[src/rtl/gdft_ram.sv]
// ----------------------------------------------------------------------------
// gdft_ram
// Generic simple dual-port RAM: one write port, one read port, registered read.
// ----------------------------------------------------------------------------
module gdft_ram #(
   parameter int WIDTH = 8,
   parameter int DEPTH = 16
) (
   input  logic                     clock,
   input  logic                     wr_en,
   input  logic [$clog2(DEPTH)-1:0] wr_addr,
   input  logic [WIDTH-1:0]         wr_data,
   input  logic                     rd_en,
   input  logic [$clog2(DEPTH)-1:0] rd_addr,
   output logic [WIDTH-1:0]         rd_data
);

   logic [WIDTH-1:0] mem_ff [DEPTH];
   logic [WIDTH-1:0] rd_data_ff;

   always_ff @(posedge clock) begin
      if (wr_en) begin
         mem_ff[wr_addr] <= wr_data;
      end
      if (rd_en) begin
         rd_data_ff <= mem_ff[rd_addr];
      end
   end

   assign rd_data = rd_data_ff;

endmodule
[config.mk]
export PLATFORM = sky130hd
export DESIGN_NAME = gdft_ram
export DESIGN_NICKNAME = d
export VERILOG_FILES = /design/src/rtl/gdft_ram.sv
export SDC_FILE = /design/constraint.sdc
export NUM_CORES = 1
export LEC_CHECK = 0
export ABC_AREA = 1
export CAP_MARGIN = 20
export CORE_ASPECT_RATIO = 0.6
export CORE_MARGIN = 4
export CORE_UTILIZATION = 40
export DETAILED_ROUTE_END_ITERATION = 8
export DONT_BUFFER_PORTS = 1
export PLACE_DENSITY = 0.59
export SLEW_MARGIN = 20
export SYNTH_ARGS = -nofsm -noshare
export SYNTH_HDL_FRONTEND = slang
export SYNTH_SLANG_ARGS = --single-unit
[constraint.sdc]
create_clock -name clock -period 2.4 [get_ports clock]
set_input_delay 0 -clock clock [delete_from_list [all_inputs] [get_ports clock]]
set_output_delay 0 -clock clock [all_outputs]
set_load 0.005 [all_outputs]
### Word level (Yosys, flattened, before mapping)

Memory sizes are Yosys's and may differ from the RTL's. A register that Yosys moved wholly into a read port is not among the register bits.
Cells that the tools add are included.

| word-level totals | value |
|---|---|
| bits in registers | 0 |
| RAM bits | 128 |
| input bits | 19 |
| output and inout bits | 8 |
| logic and storage cells | 3 |
| memories kept | 1 |

| cells by class | value |
|---|---|
| muxes and demuxes | 2 |

Memory list:

| memory | depth | width | read ports | clocked after Yosys merged registers in | write ports | line | source |
|---|---|---|---|---|---|---|---|
| mem_ff | 16 | 8 | 1 | 1 | 1 | 18 | `logic [WIDTH-1:0] mem_ff [DEPTH];` |

Operators with widths:

| cell | number |
|---|---|
| 1-bit two-way mux | 2 |

### Logic depth before layout (Yosys ltp)

| depth | value |
|---|---|
| word-level depth | 2 |
| gate-level depth with buffers | 8 |
| gate-level depth less buffers | 7 |

### Worst setup path before layout

Ideal clock, no wire load.

| path | value |
|---|---|
| path type | input port to flip-flop |
| from | input wr_addr[2] |
| to | memory mem_ff[10][0] (enable) |
| setup time | 370 ps |
| data arrival time | 581 ps |
| required time | 2,030 ps |
| path slack | 1,449 ps |
| stages on the path | 2 |
| buffers on the path | 0 |
| cells stage by stage | nand3b_1 -> nor2_1 |

RTL lines:

| what | line | source |
|---|---|---|
| from (decl) | 11 | `input logic [$clog2(DEPTH)-1:0] wr_addr,` |
| to (decl) | 18 |  |

No word-level cell before the write port.

==> flow_summary.json <==
{
  "ys_top_cells_by_count": "173 x nand2_1, 136 x edfxtp_1, 100 x inv_1",
  "place_area_mm2": 0.005963,
  "crit_family": "buffers and inverters",
  "report.final.setup_viol": 0,
  "ff2ff_path_depth": 8,
  "h-tree-depth": 4,
  "p_leak_nw": 2.779,
  "fillers": 1256,
  "gp_congestion": 0.8595,
  "drt_iter0_drc": 384,
  "path_common_cell": "dlygate4sd3_1",
  "cts.sinks": 136,
  "slew_viol_final": 0,
  "post-route-period-util_pct": 93.31,
  "power.density_mw_per_mm2": 823.9,
  "root_buffer": "clkbuf_16",
  "dp_hpwl_um": 8788,
  "initial_core_util_pct": 41.77,
  "hold_buffers": 16,
  "synth_area_mm2": 0.005847,
  "portBuffers": 0,
  "clock_power_share_pct": 46.0,
  "syn_to_final_growth_pct": 14.62,
  "grt_use_total_pct": 17.76,
  "run_status": "finished clean",
  "endpoint_kind": "register",
  "layout.nets": 585,
  "postSynthCellCount": 551,
  "reg2reg_setup_slack_ns": 0.24,
  "finalCriticalPeriod_ns": 2.239,
  "rsz0062_at_grt": "no",
  "drtPass1Iterations": 5,
  "p_seq_share_pct": 48.9,
  "ys_seq_area_share_pct": 69.85,
  "dr.max_layer_used": "met4",
  "rows": 33,
  "ios": 27,
  "p_sw_mw": 1.225,
  "max-slew-margin-rel_pct": 35.29,
  "core_mm2": 0.01400,
  "r2r-start": "mem_ff[9][0]$_DFFE_PP_",
  "cp-startpoint": "rd_addr[2]",
  "avgSynthCellArea_um2": 10.61,
  "clk_pin_slew_ns": 0.06,
  "dp_cells": 723,
  "synthDistinctLibCells": 11,
  "synth_area_leaders": "edfxtp_1 70%, nand2_1 11%, nand3_1 8.3%, inv_1 6.4%, buf_6 1.2%",
  "worstMarginPinSlew_ns": 0.9670,
  "final_area_mm2": 0.006701,
  "tns_ns": 0,
  "cts_buffers": 17,
  "synth-seq-cells": 136,
  "cts_buffer_depth": 2,
  "ant_nets": 0,
  "path_class": "input pin to register",
  "post_layout_nonfiller_instances": 771,
  "p_int_mw": 4.296,
  "grt_pass1_wl_um": 21380,
  "grt_overflow_total": 0,
  "wl_met1_um": 6692,
  "grt_pass1_vias": 3702,
  "clock_latency_ns": 0.42,
  "power.total_mw": 5.521,
  "critical_path.max_fanout": 14,
  "cp_num_buf_inv": 3,
  "dr_wl_met2_um": 5683,
  "async_reset_ff_share_pct": 0,
  "n_antenna_cell": 0,
  "route.detailed.drc": 0,
  "synth_top_area_share_pct": 69.85,
  "cts_tree": "done",
  "ctsResizeCount": 0,
  "syn_nets": 570,
  "die_area_mm2": 0.01668,
  "min_to": "rd_data[7]$_DFFE_PP_",
  "hold_class": "input pin to register",
  "hold_start": "rd_addr[1]",
  "avgRoutedWirePerCell_um": 18.33,
  "timing.rr.end": "rd_data[0]$_DFFE_PP_",
  "synth_edf_count": 136,
  "finClkSkew_ns": 0.01275,
  "ir_worst_vdd_mv": 0.3748,
  "startpoint_type": "input pin",
  "swShare_pct": 22.18,
  "crit_path_cell_trace": "dlygate4sd3_1 > nand3_1 > dlygate4sd3_1 > nand3_1 > dlygate4sd3_1 > nand2_1",
  "grt_max_degree": 66,
  "die_w_um": 164.1,
  "hold_viol_final": 0,
  "layout-drive-gt1-share_pct": 6.218,
  "antenna_found_initial": 0,
  "max_freq_ghz": 0.4465,
  "arrival_ns": 2.41,
  "synth_ff_type": "edfxtp_1",
  "whs_ns": 0.02133,
  "worstPathRequired_ns": 2.57,
  "combPwrFrac_pct": 5.1,
  "max_stage_delay_ns": 0.99,
  "routed-wl-met3_um": 1607,
  "yosysTopAreaCell": "edfxtp_1",
  "postRouteWirelength_um": 14130,
  "cts_setup_buffers": 0,
  "hold_path_depth": 4,
  "ys_warn_count": 0,
  "cp_slowest_cell": "dlygate4sd3_1",
  "via_per_inst": 5.065,
  "die-height_um": 101.7,
  "maxCapViolations": 0,
  "vias": 3905,
  "yosysMostFrequentCell": "nand2_1"
}
-- power by group through the flow --
stage	sequential [mW]	clock, mW	combinational [mW]
2_1_floorplan	2.74	0	0.188
3_3_place_gp	2.75	0	0.197
3_5_place_dp	2.75	0	0.200
4_1_cts	2.70	2.56	0.279
5_1_grt	2.71	2.69	0.311
6_report	2.70	2.54	0.280
-- logic make-up after synthesis --
| family | Yosys count | synth area share [%] |
|---|---|---|
| buffers and inverters | 126 | 9.394 |
| DFF | 136 | 69.85 |
| and+or+nand+nor | 289 | 20.76 |
-- metal layers --
metal	GRT usage (%)	up-vias
met4	4.961	0
li1	-	1820
met2	23.97	165
met3	7.035	15
met5	0	-
met1	26.40	1905
-- area by class of cell --
| type | instances | area, um2 | share of cell area, % |
|---|---|---|---|
| Timing Repair Buffer | 20 | 202.7 | 3.025 |
| Clock buffer | 18 | 429.2 | 6.404 |
| Sequential cell | 136 | 4084 | 60.94 |
| Clock inverter | 14 | 148.9 | 2.222 |
| Inverter | 102 | 382.9 | 5.713 |
| Tap cell | 192 | 240.2 | 3.585 |
| Multi-Input combinational cell | 289 | 1214 | 18.11 |
-- registers in the layout, indices dropped and copies added (netlist names) --
signal,cells
mem_ff,128
rd_data,8
-- worst max-delay path by stage --
stage / end / depth (start not counted)
2_1_floorplan: mem_ff[10][0]$_DFFE_PP_ / 2
3_3_place_gp: mem_ff[10][3]$_DFFE_PP_ / 2
3_5_place_dp: rd_data[6]$_DFFE_PP_ / 7
4_1_cts: rd_data[3]$_DFFE_PP_ / 6
5_1_grt: rd_data[0]$_DFFE_PP_ / 8
6_report: rd_data[3]$_DFFE_PP_ / 6
-- layout by cell type (no fill, tap or decap), drive strengths merged --
cell type,count
nand2,173
edfxtp,136
inv,105
nand3,97
clkbuf,18
nor2,17
dlygate4sd3,16
clkinvlp,6
buf,4
clkinv,3
nand3b,2
bufinv,2
-- tightest hold or removal path, delay by kind of cell --
family,cells,cell delay [ns]
AND/OR/NAND/NOR,4,0.31
-- per-stage QoR --
step	util (%)	worst slack [ns]
2_1_floorplan	-	1.449
3_3_place_gp	42.60	1.082
3_5_place_dp	42.60	1.044
4_1_cts	47.88	0.1904
5_1_grt	47.88	0.1073
6_report	47.88	0.1606
No activity file was read; power rests on OpenSTA's default activity.
